### config.mk
export PLATFORM = sky130hd
export DESIGN_NAME = framed_packet_deframer_core
export DESIGN_NICKNAME = d
export VERILOG_FILES = /design/src/fpd_pkg.sv /design/src/fpd_in_stage.sv /design/src/fpd_parser.sv /design/src/framed_packet_deframer_core.sv
export VERILOG_INCLUDE_DIRS = /design/src /design/src/src
export SDC_FILE = /design/constraint.sdc
export NUM_CORES = 1
export LEC_CHECK = 0
export BUFFER_PORTS_ARGS = -buffer_cell sky130_fd_sc_hd__buf_2
export CAP_MARGIN = 20
export CELL_PAD_IN_SITES_DETAIL_PLACEMENT = 1
export CELL_PAD_IN_SITES_GLOBAL_PLACEMENT = 2
export CORE_MARGIN = 3
export CORE_UTILIZATION = 33
export DETAILED_ROUTE_END_ITERATION = 8
export PLACE_DENSITY = 0.73
export SKIP_CTS_REPAIR_TIMING = 1
export SLEW_MARGIN = 20
export SYNTH_ARGS = -nofsm -noshare
export SYNTH_HDL_FRONTEND = slang
export SYNTH_SLANG_ARGS = --single-unit
export TNS_END_PERCENT = 50
### constraint.sdc
create_clock -name clock -period 5.6 [get_ports clock]
set_input_delay 0.84 -clock clock [delete_from_list [all_inputs] [get_ports clock]]
set_output_delay 0.84 -clock clock [all_outputs]
set_load 0.005 [all_outputs]
### src/framed_packet_deframer_core_defines.svh
// ----------------------------------------------------------------------------
// Framed packet deframer assertion macros
// Assertion shorthands for the deframer core; empty when SYNTHESIS is defined.
// ----------------------------------------------------------------------------
`ifndef FRAMED_PACKET_DEFRAMER_CORE_DEFINES_SVH
`define FRAMED_PACKET_DEFRAMER_CORE_DEFINES_SVH

`ifndef SYNTHESIS

// same-cycle implication
`define FPD_ASSERT_IMP(lbl, ante, cons) \
   lbl: assert property (@(posedge clock) disable iff (reset) (ante) |-> (cons)) \
      else $error("fpd assertion failed");

// next-cycle implication
`define FPD_ASSERT_NXT(lbl, ante, cons) \
   lbl: assert property (@(posedge clock) disable iff (reset) (ante) |=> (cons)) \
      else $error("fpd assertion failed");

`else

`define FPD_ASSERT_IMP(lbl, ante, cons)
`define FPD_ASSERT_NXT(lbl, ante, cons)

`endif

`endif

### src/fpd_pkg.sv
// ----------------------------------------------------------------------------
// Framed packet deframer package
// Types, header layout constants and trailer length lookup.
// ----------------------------------------------------------------------------
package fpd_pkg;

   localparam int unsigned HDR_BYTES    = 14;
   localparam logic [15:0] POS_MAX      = 16'hFFFF;
   localparam logic [15:0] POS_HDR_LAST = 16'(HDR_BYTES - 1);
   localparam logic [15:0] MAGIC_WORD   = 16'hC153;
   localparam logic [7:0]  VERSION_OK   = 8'h01;

   // header byte offsets
   localparam logic [3:0] HB_MAGIC0  = 4'd0;
   localparam logic [3:0] HB_VERSION = 4'd2;
   localparam logic [3:0] HB_MODEL   = 4'd3;
   localparam logic [3:0] HB_TYPE    = 4'd4;
   localparam logic [3:0] HB_FLAGS   = 4'd5;
   localparam logic [3:0] HB_LEN_HI  = 4'd6;
   localparam logic [3:0] HB_LEN_LO  = 4'd7;
   localparam logic [3:0] HB_TIME0   = 4'd8;
   localparam logic [3:0] HB_TIME3   = 4'd11;

   localparam logic [3:0] SEC_STD    = 4'd1;
   localparam logic [3:0] SEC_HIGH_A = 4'd2;
   localparam logic [3:0] SEC_HIGH_B = 4'd3;

   localparam logic [5:0] MAC_STD  = 6'd16;
   localparam logic [5:0] MAC_HIGH = 6'd32;
   localparam logic [5:0] MAC_NONE = 6'd2;

   typedef enum logic [1:0] {
      PH_HEADER  = 2'd0,
      PH_PAYLOAD = 2'd1,
      PH_TRAILER = 2'd2,
      PH_IGNORE  = 2'd3
   } phase_type;

   typedef enum logic [2:0] {
      ST_OK          = 3'd0,
      ST_HDR_SHORT   = 3'd1,
      ST_BAD_MAGIC   = 3'd2,
      ST_BAD_VERSION = 3'd3,
      ST_PAY_SHORT   = 3'd4,
      ST_MAC_SHORT   = 3'd5
   } status_type;

   typedef struct packed {
      logic [7:0] data;
      logic       last;
   } item_type;

   typedef struct packed {
      logic [7:0]  data_out;
      phase_type   section;
      logic        done_res;
      status_type  status;
      logic [7:0]  model_code;
      logic [7:0]  body_kind;
      logic [3:0]  sec_level;
      logic [15:0] payload_length;
      logic [31:0] timestamp;
      logic [15:0] reserved_field;
      logic [5:0]  mac_length;
   } result_type;

   function automatic logic [5:0] mac_len(input logic [3:0] lvl);
      case (lvl) inside
         SEC_STD:                mac_len = MAC_STD;
         SEC_HIGH_A, SEC_HIGH_B: mac_len = MAC_HIGH;
         default:                mac_len = MAC_NONE;
      endcase
   endfunction

endpackage

### src/fpd_in_stage.sv
// ----------------------------------------------------------------------------
// Framed packet deframer input stage
// Registers one received word and its last flag ahead of the parser.
// ----------------------------------------------------------------------------
module fpd_in_stage (
   input  logic              clock,
   input  logic              reset,
   input  logic              req_valid,
   output logic              req_stall,
   input  logic [7:0]        req_data_in,
   input  logic              req_last,
   input  logic              out_free,
   output logic              item_valid,
   output fpd_pkg::item_type item
);

   logic              valid_ff, valid_in;
   fpd_pkg::item_type item_ff;
   logic              accept;

   // hold the word while the result register cannot take it
   assign req_stall = valid_ff && !out_free;
   assign accept    = req_valid && !req_stall;

   always_comb begin
      if (accept) begin
         valid_in = 1'b1;
      end else if (out_free) begin
         valid_in = 1'b0;
      end else begin
         valid_in = valid_ff;
      end
   end

   always_ff @(posedge clock) begin
      if (reset) begin
         valid_ff <= 1'b0;
      end else begin
         valid_ff <= valid_in;
      end
   end

   always_ff @(posedge clock) begin
      if (accept) begin
         item_ff.data <= req_data_in;
         item_ff.last <= req_last;
      end
   end

   assign item_valid = valid_ff;
   assign item       = item_ff;

endmodule

### src/fpd_parser.sv
// ----------------------------------------------------------------------------
// Framed packet deframer parser
// Frame state, header capture and verdict logic for one word per cycle while advance is high.
// ----------------------------------------------------------------------------
module fpd_parser (
   input  logic                clock,
   input  logic                reset,
   input  logic                advance,
   input  fpd_pkg::item_type   item,
   output fpd_pkg::result_type result
);

   logic [15:0]        pos_ff, pos_in;
   fpd_pkg::phase_type phase_ff, phase_in;
   logic [23:0]        mv_ff, mv_in;
   logic [7:0]         model_ff, model_in;
   logic [7:0]         type_ff, type_in;
   logic [7:0]         flags_ff, flags_in;
   logic [15:0]        length_ff, length_in;
   logic [31:0]        time_ff, time_in;
   logic [15:0]        reserved_ff, reserved_in;

   logic               counted;
   logic [15:0]        count;
   logic [5:0]         mac_now;
   logic [17:0]        pay_end;
   logic [17:0]        mac_end;
   logic [17:0]        count_ext;
   logic [3:0]         hdr_idx;
   logic               done;
   fpd_pkg::status_type status;

   // saturate the word counter
   assign counted   = (pos_ff != fpd_pkg::POS_MAX);
   assign count     = counted ? pos_ff + 16'd1 : pos_ff;
   assign count_ext = {2'b00, count};
   assign hdr_idx   = pos_ff[3:0];
   assign mac_now   = fpd_pkg::mac_len(flags_in[3:0]);
   assign pay_end   = 18'(fpd_pkg::HDR_BYTES) + {2'b00, length_ff};
   assign mac_end   = pay_end + {12'd0, mac_now};

   // header field capture
   always_comb begin
      mv_in       = mv_ff;
      model_in    = model_ff;
      type_in     = type_ff;
      flags_in    = flags_ff;
      length_in   = length_ff;
      time_in     = time_ff;
      reserved_in = reserved_ff;
      if (phase_ff == fpd_pkg::PH_HEADER) begin
         case (hdr_idx) inside
            [fpd_pkg::HB_MAGIC0:fpd_pkg::HB_VERSION]: mv_in = {mv_ff[15:0], item.data};
            fpd_pkg::HB_MODEL: model_in = item.data;
            fpd_pkg::HB_TYPE:  type_in  = item.data;
            fpd_pkg::HB_FLAGS: flags_in = item.data;
            [fpd_pkg::HB_LEN_HI:fpd_pkg::HB_LEN_LO]: length_in = {length_ff[7:0], item.data};
            [fpd_pkg::HB_TIME0:fpd_pkg::HB_TIME3]:   time_in   = {time_ff[23:0], item.data};
            default: reserved_in = {reserved_ff[7:0], item.data};
         endcase
      end
   end

   // next phase and verdict
   always_comb begin
      phase_in = phase_ff;
      done     = 1'b0;
      status   = fpd_pkg::ST_OK;
      unique case (phase_ff)
         fpd_pkg::PH_HEADER: begin
            if (pos_ff == fpd_pkg::POS_HDR_LAST) begin
               if (mv_ff[23:8] != fpd_pkg::MAGIC_WORD) begin
                  status   = fpd_pkg::ST_BAD_MAGIC;
                  done     = 1'b1;
                  phase_in = fpd_pkg::PH_IGNORE;
               end else if (mv_ff[7:0] != fpd_pkg::VERSION_OK) begin
                  status   = fpd_pkg::ST_BAD_VERSION;
                  done     = 1'b1;
                  phase_in = fpd_pkg::PH_IGNORE;
               end else if (length_ff != 16'd0) begin
                  phase_in = fpd_pkg::PH_PAYLOAD;
               end else begin
                  phase_in = fpd_pkg::PH_TRAILER;
               end
            end
         end
         fpd_pkg::PH_PAYLOAD: begin
            if (counted && count_ext == pay_end) begin
               phase_in = fpd_pkg::PH_TRAILER;
            end
         end
         fpd_pkg::PH_TRAILER: begin
            if (counted && count_ext == mac_end) begin
               done     = 1'b1;
               phase_in = fpd_pkg::PH_IGNORE;
            end
         end
         fpd_pkg::PH_IGNORE: begin
         end
      endcase

      // buffer ended before the frame did
      if (item.last && !done && phase_in != fpd_pkg::PH_IGNORE) begin
         done = 1'b1;
         unique case (phase_in)
            fpd_pkg::PH_HEADER:  status = fpd_pkg::ST_HDR_SHORT;
            fpd_pkg::PH_PAYLOAD: status = fpd_pkg::ST_PAY_SHORT;
            default:             status = fpd_pkg::ST_MAC_SHORT;
         endcase
         phase_in = fpd_pkg::PH_IGNORE;
      end
   end

   // result fields
   always_comb begin
      result                = '0;
      result.data_out       = item.data;
      result.section        = phase_ff;
      result.done_res       = done;
      result.status         = done ? status : fpd_pkg::ST_OK;
      if (done && (status == fpd_pkg::ST_OK || status == fpd_pkg::ST_PAY_SHORT ||
                   status == fpd_pkg::ST_MAC_SHORT)) begin
         result.model_code     = model_in;
         result.body_kind      = type_in;
         result.sec_level      = flags_in[3:0];
         result.payload_length = length_in;
         result.timestamp      = time_in;
         result.reserved_field = reserved_in;
         if (status != fpd_pkg::ST_PAY_SHORT) begin
            result.mac_length = mac_now;
         end
      end
   end

   assign pos_in = count;

   always_ff @(posedge clock) begin
      if (reset || (advance && item.last)) begin
         pos_ff      <= '0;
         phase_ff    <= fpd_pkg::PH_HEADER;
         mv_ff       <= '0;
         model_ff    <= '0;
         type_ff     <= '0;
         flags_ff    <= '0;
         length_ff   <= '0;
         time_ff     <= '0;
         reserved_ff <= '0;
      end else if (advance) begin
         pos_ff      <= pos_in;
         phase_ff    <= phase_in;
         mv_ff       <= mv_in;
         model_ff    <= model_in;
         type_ff     <= type_in;
         flags_ff    <= flags_in;
         length_ff   <= length_in;
         time_ff     <= time_in;
         reserved_ff <= reserved_in;
      end
   end

endmodule

### src/framed_packet_deframer_core.sv
// ----------------------------------------------------------------------------
// Framed packet deframer core
//
//   channel  ports                        direction  carries
//   req      req_valid/req_stall          in         one received word + last
//   rsp      rsp_valid/rsp_stall          out        one parse result per word
//
// One word per cycle sustained while rsp_stall is low; a word is loaded into
// the input register and its result into the result register, and a receiver
// stall holds both in place. The frame state updates once per word in the
// parser, between the two.
// Reset is synchronous and returns the parser to the start of a frame.
// req_stall rises when both registers hold words and rsp_stall is high.
// ----------------------------------------------------------------------------
`include "framed_packet_deframer_core_defines.svh"

module framed_packet_deframer_core (
   input  logic        clock,
   input  logic        reset,
   input  logic        req_valid,
   output logic        req_stall,
   input  logic [7:0]  req_data_in,
   input  logic        req_last,
   output logic        rsp_valid,
   input  logic        rsp_stall,
   output logic [7:0]  rsp_data_out,
   output logic [1:0]  rsp_section,
   output logic        rsp_done_res,
   output logic [2:0]  rsp_status,
   output logic [7:0]  rsp_model_code,
   output logic [7:0]  rsp_body_kind,
   output logic [3:0]  rsp_sec_level,
   output logic [15:0] rsp_payload_length,
   output logic [31:0] rsp_timestamp,
   output logic [15:0] rsp_reserved_field,
   output logic [5:0]  rsp_mac_length
);

   logic                rsp_valid_ff, rsp_valid_in;
   fpd_pkg::result_type res_ff;
   fpd_pkg::result_type res_next;
   fpd_pkg::item_type   item;
   logic                item_valid;
   logic                out_free;
   logic                advance;
   logic                res_open;
   logic                res_ok;
   logic                res_hdr_err;

   assign out_free = !rsp_valid_ff || !rsp_stall;
   assign advance  = item_valid && out_free;

   fpd_in_stage u_in_stage (
      .clock       (clock),
      .reset       (reset),
      .req_valid   (req_valid),
      .req_stall   (req_stall),
      .req_data_in (req_data_in),
      .req_last    (req_last),
      .out_free    (out_free),
      .item_valid  (item_valid),
      .item        (item)
   );

   fpd_parser u_parser (
      .clock   (clock),
      .reset   (reset),
      .advance (advance),
      .item    (item),
      .result  (res_next)
   );

   assign rsp_valid_in = advance || (rsp_valid_ff && rsp_stall);

   always_ff @(posedge clock) begin
      if (reset) begin
         rsp_valid_ff <= 1'b0;
      end else begin
         rsp_valid_ff <= rsp_valid_in;
      end
   end

   always_ff @(posedge clock) begin
      if (advance) begin
         res_ff <= res_next;
      end
   end

   assign rsp_valid          = rsp_valid_ff;
   assign rsp_data_out       = res_ff.data_out;
   assign rsp_section        = res_ff.section;
   assign rsp_done_res       = res_ff.done_res;
   assign rsp_status         = res_ff.status;
   assign rsp_model_code     = res_ff.model_code;
   assign rsp_body_kind      = res_ff.body_kind;
   assign rsp_sec_level      = res_ff.sec_level;
   assign rsp_payload_length = res_ff.payload_length;
   assign rsp_timestamp      = res_ff.timestamp;
   assign rsp_reserved_field = res_ff.reserved_field;
   assign rsp_mac_length     = res_ff.mac_length;

   assign res_open    = rsp_valid_ff && !res_ff.done_res;
   assign res_ok      = rsp_valid_ff && res_ff.done_res && res_ff.status == fpd_pkg::ST_OK;
   assign res_hdr_err = rsp_valid_ff && res_ff.done_res &&
                        (res_ff.status == fpd_pkg::ST_HDR_SHORT ||
                         res_ff.status == fpd_pkg::ST_BAD_MAGIC ||
                         res_ff.status == fpd_pkg::ST_BAD_VERSION);

   `FPD_ASSERT_IMP(a_open_result_blank, res_open, res_ff.mac_length == '0 && res_ff.timestamp == '0)
   `FPD_ASSERT_IMP(a_hdr_error_blank, res_hdr_err, res_ff.mac_length == '0 && res_ff.timestamp == '0)
   `FPD_ASSERT_IMP(a_ok_ends_trailer, res_ok, res_ff.section == fpd_pkg::PH_TRAILER)
   `FPD_ASSERT_NXT(a_item_held, item_valid && !out_free, item_valid)

endmodule

==> impl.org <==
** Clock network
- TritonCTS built the clock tree.
- Clock tree buffer depth :: 3
- Num Clock Sinks :: roughly 240
- Root buffer cell :: sky130_fd_sc_hd__clkbuf_16
- Clock-pin slew was measured on the worst setup and hold paths at about 0.06 ns.
- H-Tree Depth :: 1
- Number of CTS-inserted buffers :: 27
- At the later pin of the worst-skew pair, clock insertion delay measures about 0.55 ns.

** Place
- The placed instances occupy a cell area of around 12000 um2.
- The HPWL after detailed placement is roughly 23 mm.
- GP Congestion :: ~0.83
- Input and output buffers added on the ports amount to roughly 120.
- Including well taps, the total number of placed cells is between 1500 and 2000.

** Die
- between 100 and 150 I/O pins were placed.
- Measured along the x axis, the die boundary spans 191 um.
- Row generation in the floorplan step produced 67 rows.
- The floorplan step defined a die boundary enclosing roughly 37000 um2.
- Floorplan Core Area :: around 34000 um2
- Die Height :: around 190 um
- Once the floorplan was initialized, standard cells occupied 33.6% of the core.

** Power and ir drop
- In this run the power density over the cells is 284 nW/um2.
- Leakage Power :: ~4.4 nW
- Across the VDD grid, the largest voltage drop is between 0.00015 and 0.0002 V.

** Global routing
- Met1 GRT Util :: a little over a quarter
- The via count of the first global-routing pass is about 9500.
- Met2 Usage GRT :: a little under a third
- In the global route stage, overall resource usage came out at approximately a fifth.
- Wire length of the first global-routing pass :: around 55 mm
- The initial antenna violation count was 0.
- Global routing finished with a remaining overflow of 0.
- Busiest layer in global routing :: met2
- Largest net degree at the start of global routing :: between 50 and 60
- Met3 layer usage reported by global route :: between 2 and 3%

** Setup path
- Slack of the worst reg-to-reg path :: between 0.5 and 0.6 ns
- The endpoint identified for the worst register-to-register timing path is rsp_payload_length[12].
- At the worst endpoint, the arrival time is between 5 and 6 ns.
- Kind of launch point of the worst setup path :: flop
- In this run the worst path has a maximum fanout of 35.
- Required time of the critical path :: approximately 6 ns
- In this run the critical register-to-register path is launched from u_parser.pos_ff[0].
- STA classifies the critical path endpoint as a flop.
- By startpoint and endpoint, the worst setup path is classified as flop to flop.
- The worst register-to-register path has a depth of 20.

** Detailed routing
- In the routed design, unresolved DRC markers number 0.
- In this run the remaining antenna-violating nets after routing total 0.
- Iter 0 DRT Violations :: 465
- Wires add up to 35.0 mm.
- The first detailed-routing pass ran for 4 iterations.
- Using the TritonRoute via totals, the vias-per-cell ratio works out to 5.20.
- Vias after detailed routing :: approximately 9300
- Routed len/inst :: slightly below 20 um

** Timing
- Pins over their slew limit :: 0
- Worst slew margin relative to its limit :: between 30% and 40%
- On the final layout, the worst clock skew is about 0.02 ns.
- Of the available clock period, the critical path in the final layout requires 89.8%.
- Number of failing setup endpoints in the final timing report :: 0
- The smallest clock period supported by the final layout is computed as between 5 and 6 ns.
- Based on the critical path, the design can be clocked at up to just under 200 MHz.
- At the pin with the least slew margin, the transition time is 1.02 ns.
- Final hold analysis gives a worst-case slack of ~0.45 ns.
- Final setup TNS :: 0 ns
- Setup repair after global routing left no endpoint under its margin.
- The final hold violation count came to 0.

** Logic synthesis
- By count the netlist is led by sky130_fd_sc_hd__nand2_1 (296), sky130_fd_sc_hd__a21oi_1 (139), sky130_fd_sc_hd__dfxtp_1 (128), sky130_fd_sc_hd__nor2_1 (115), sky130_fd_sc_hd__edfxtp_1 (110).
- Synth Register Bits :: approximately 240
- Number of library cell types mapped by synthesis :: just under 70
- Post-synthesis cell area :: roughly 11000 um2
- Synthesis produced about 1200 cells.
- For this run, the leading register cell type out of synthesis is sky130_fd_sc_hd__dfxtp_1.
- Ranked by total cell area, the synthesized netlist is headed by sky130_fd_sc_hd__edfxtp_1 (29%), sky130_fd_sc_hd__dfxtp_1 (23%), sky130_fd_sc_hd__nand2_1 (9.8%).
- Area fraction of the dominant cell type after synthesis :: 29.2%
- For this run, asynchronously set or reset flops after synthesis account for 0%.
- Cell with the most instances after synthesis :: sky130_fd_sc_hd__nand2_1
- Number of flops mapped to enable cells by yosys :: 110
- Yosys printed 0 warnings.
- Mean instance size in the synthesized netlist :: between 9 and 10 um2
- Sequential cell area fraction in the yosys report :: slightly above 50%
- Of all cell types, the one taking the most synthesized area is sky130_fd_sc_hd__edfxtp_1.

** Outcome
- Run status :: completed

** Layout
- From synthesis to final layout, the design area changed by 16.0%.
- Cells with a size suffix above 1 make up between 10% and 20% of the layout.
- Filler cell count in the final layout :: 3890
- After the last flow step, the layout net total stands at ~1300.
- The finished cells cover around 13000 um2.
- Once layout is complete, the cells apart from fillers number between 1500 and 2000.
- The repair_antennas step left the layout with diodes totalling 0.

** Min path
- Hold Startpoint :: u_parser.reserved_ff[13]
- Min-Delay Endpoint :: u_parser.reserved_ff[13]
- Hold path depth :: 2
- Classification of the worst-slack hold path :: flop to flop

** Flow run
- Max-cap violations in this run came to 0.
==> power by group <==
part | leakage, nW | switching [W] | internal [W]
sequential | 2.07 | 0.0000321 | 0.00186
combinational | 1.93 | 0.0000932 | 0.0000401
clock | 0.406 | 0.000726 | 0.000973
total | 4.41 | 0.000851 | 0.00287
==> layer usage <==
| metal | share of wire (%) | vias up |
|---|---|---|
| met4 | 1.6 | 0 |
| li1 | - | 4462 |
| met5 | 0 | - |
| met1 | 47 | 4620 |
| met2 | 47 | 160 |
| met3 | 4.0 | 36 |
==> worst max path at each step <==
stage	start	to	slack [ns]	depth (start not counted)
after detailed placement	u_parser.pos_ff[0]	rsp_timestamp[4]	0.39	19
final	u_parser.pos_ff[0]	rsp_payload_length[12]	0.57	20
after global placement	u_parser.pos_ff[0]	rsp_timestamp[4]	0.68	19
after global routing	u_parser.pos_ff[0]	rsp_timestamp[0]	0.07	20
after CTS	u_parser.pos_ff[0]	rsp_timestamp[4]	0.36	19
after floorplan	rsp_stall	u_parser.flags_ff[0]	0.22	7
==> flip-flops by register name, indices dropped and copies added (netlist names), 3 cells and up <==
register and flops:
u_in_stage.item 9, rsp_payload_length 16, rsp_timestamp 32, u_parser.pos_ff 16
rsp_mac_length 3, rsp_reserved_field 16, rsp_status 3, u_parser.mv_ff 24
rsp_data_out 8, u_parser.flags_ff 4, rsp_sec_level 4, rsp_model_code 8
u_parser.time_ff 32, u_parser.type_ff 8, u_parser.reserved_ff 16, u_parser.length_ff 16
rsp_body_kind 8, u_parser.model_ff 8
==> area by class of cell <==
| cell class | instances | area [um2] | area share [%] |
|---|---|---|---|
| Inverter | 11 | 43.8 | 0.334 |
| Sequential cell | 238 | 5870 | 44.7 |
| Clock inverter | 5 | 31.3 | 0.238 |
| Multi-Input combinational cell | 894 | 5000 | 38.1 |
| Clock buffer | 44 | 801 | 6.11 |
| Tap cell | 448 | 561 | 4.27 |
| Timing Repair Buffer | 143 | 811 | 6.18 |
==> cell families after synthesis <==
| group | Yosys count | share of synthesized area (%) |
|---|---|---|
| and+or+nand+nor | 551 | 21.5 |
| DFF | 238 | 51.9 |
| AOI/OAI and AO/OA | 227 | 12.4 |
| buffers and inverters | 110 | 4.30 |
| muxes | 55 | 4.87 |
| xor gates and xnor gates | 49 | 4.16 |
| adders and majority gates | 8 | 0.885 |
| other | 1 | 0.0332 |
==> critical path, stage by stage (launching register included) <==
cell                        delay [ns]
sky130_fd_sc_hd__dfxtp_1          0.50
sky130_fd_sc_hd__ha_1             0.28
sky130_fd_sc_hd__and2_1           0.32
sky130_fd_sc_hd__nand2_2          0.21
sky130_fd_sc_hd__nor3_1           0.18
sky130_fd_sc_hd__a21oi_1          0.12
sky130_fd_sc_hd__nor3_1           0.32
sky130_fd_sc_hd__inv_1            0.08
sky130_fd_sc_hd__ha_1             0.21
sky130_fd_sc_hd__ha_1             0.21
sky130_fd_sc_hd__nand3_1          0.08
sky130_fd_sc_hd__o21ai_0          0.15
sky130_fd_sc_hd__nor2b_1          0.20
sky130_fd_sc_hd__xnor3_1          0.20
sky130_fd_sc_hd__o311ai_0         0.12
sky130_fd_sc_hd__or4bb_1          0.57
sky130_fd_sc_hd__a2111oi_4        0.33
sky130_fd_sc_hd__buf_4            0.19
sky130_fd_sc_hd__o21bai_4         0.17
sky130_fd_sc_hd__buf_12           0.24
sky130_fd_sc_hd__nor2_1           0.16
==> placed cells by master (no fill, tap or decap), types with 12 or more instances in the layout <==
master / n
sky130_fd_sc_hd__mux2i_1: 55
sky130_fd_sc_hd__nor2_1: 113
sky130_fd_sc_hd__xnor2_1: 28
sky130_fd_sc_hd__xor2_1: 18
sky130_fd_sc_hd__nand2_1: 294
sky130_fd_sc_hd__nand4_1: 18
sky130_fd_sc_hd__clkbuf_1: 12
sky130_fd_sc_hd__buf_4: 26
sky130_fd_sc_hd__a21oi_1: 138
sky130_fd_sc_hd__dfxtp_1: 128
sky130_fd_sc_hd__nor3_1: 19
sky130_fd_sc_hd__nor4_1: 14
sky130_fd_sc_hd__edfxtp_1: 110
sky130_fd_sc_hd__buf_2: 115
sky130_fd_sc_hd__nand3_1: 26
sky130_fd_sc_hd__o21ai_0: 12
sky130_fd_sc_hd__clkbuf_16: 28
==> per-stage QoR <==
stage	setup slack, ns	power, W	utilization (%)
floorplan	0.225	0.00198	-
global placement	0.678	0.00206	36.4
detailed placement	0.391	0.00206	36.5
CTS	0.365	0.00376	38.9
global route	0.0702	0.00386	39.0
finish	0.569	0.00372	39.0
No activity file was read; power rests on OpenSTA's default activity.
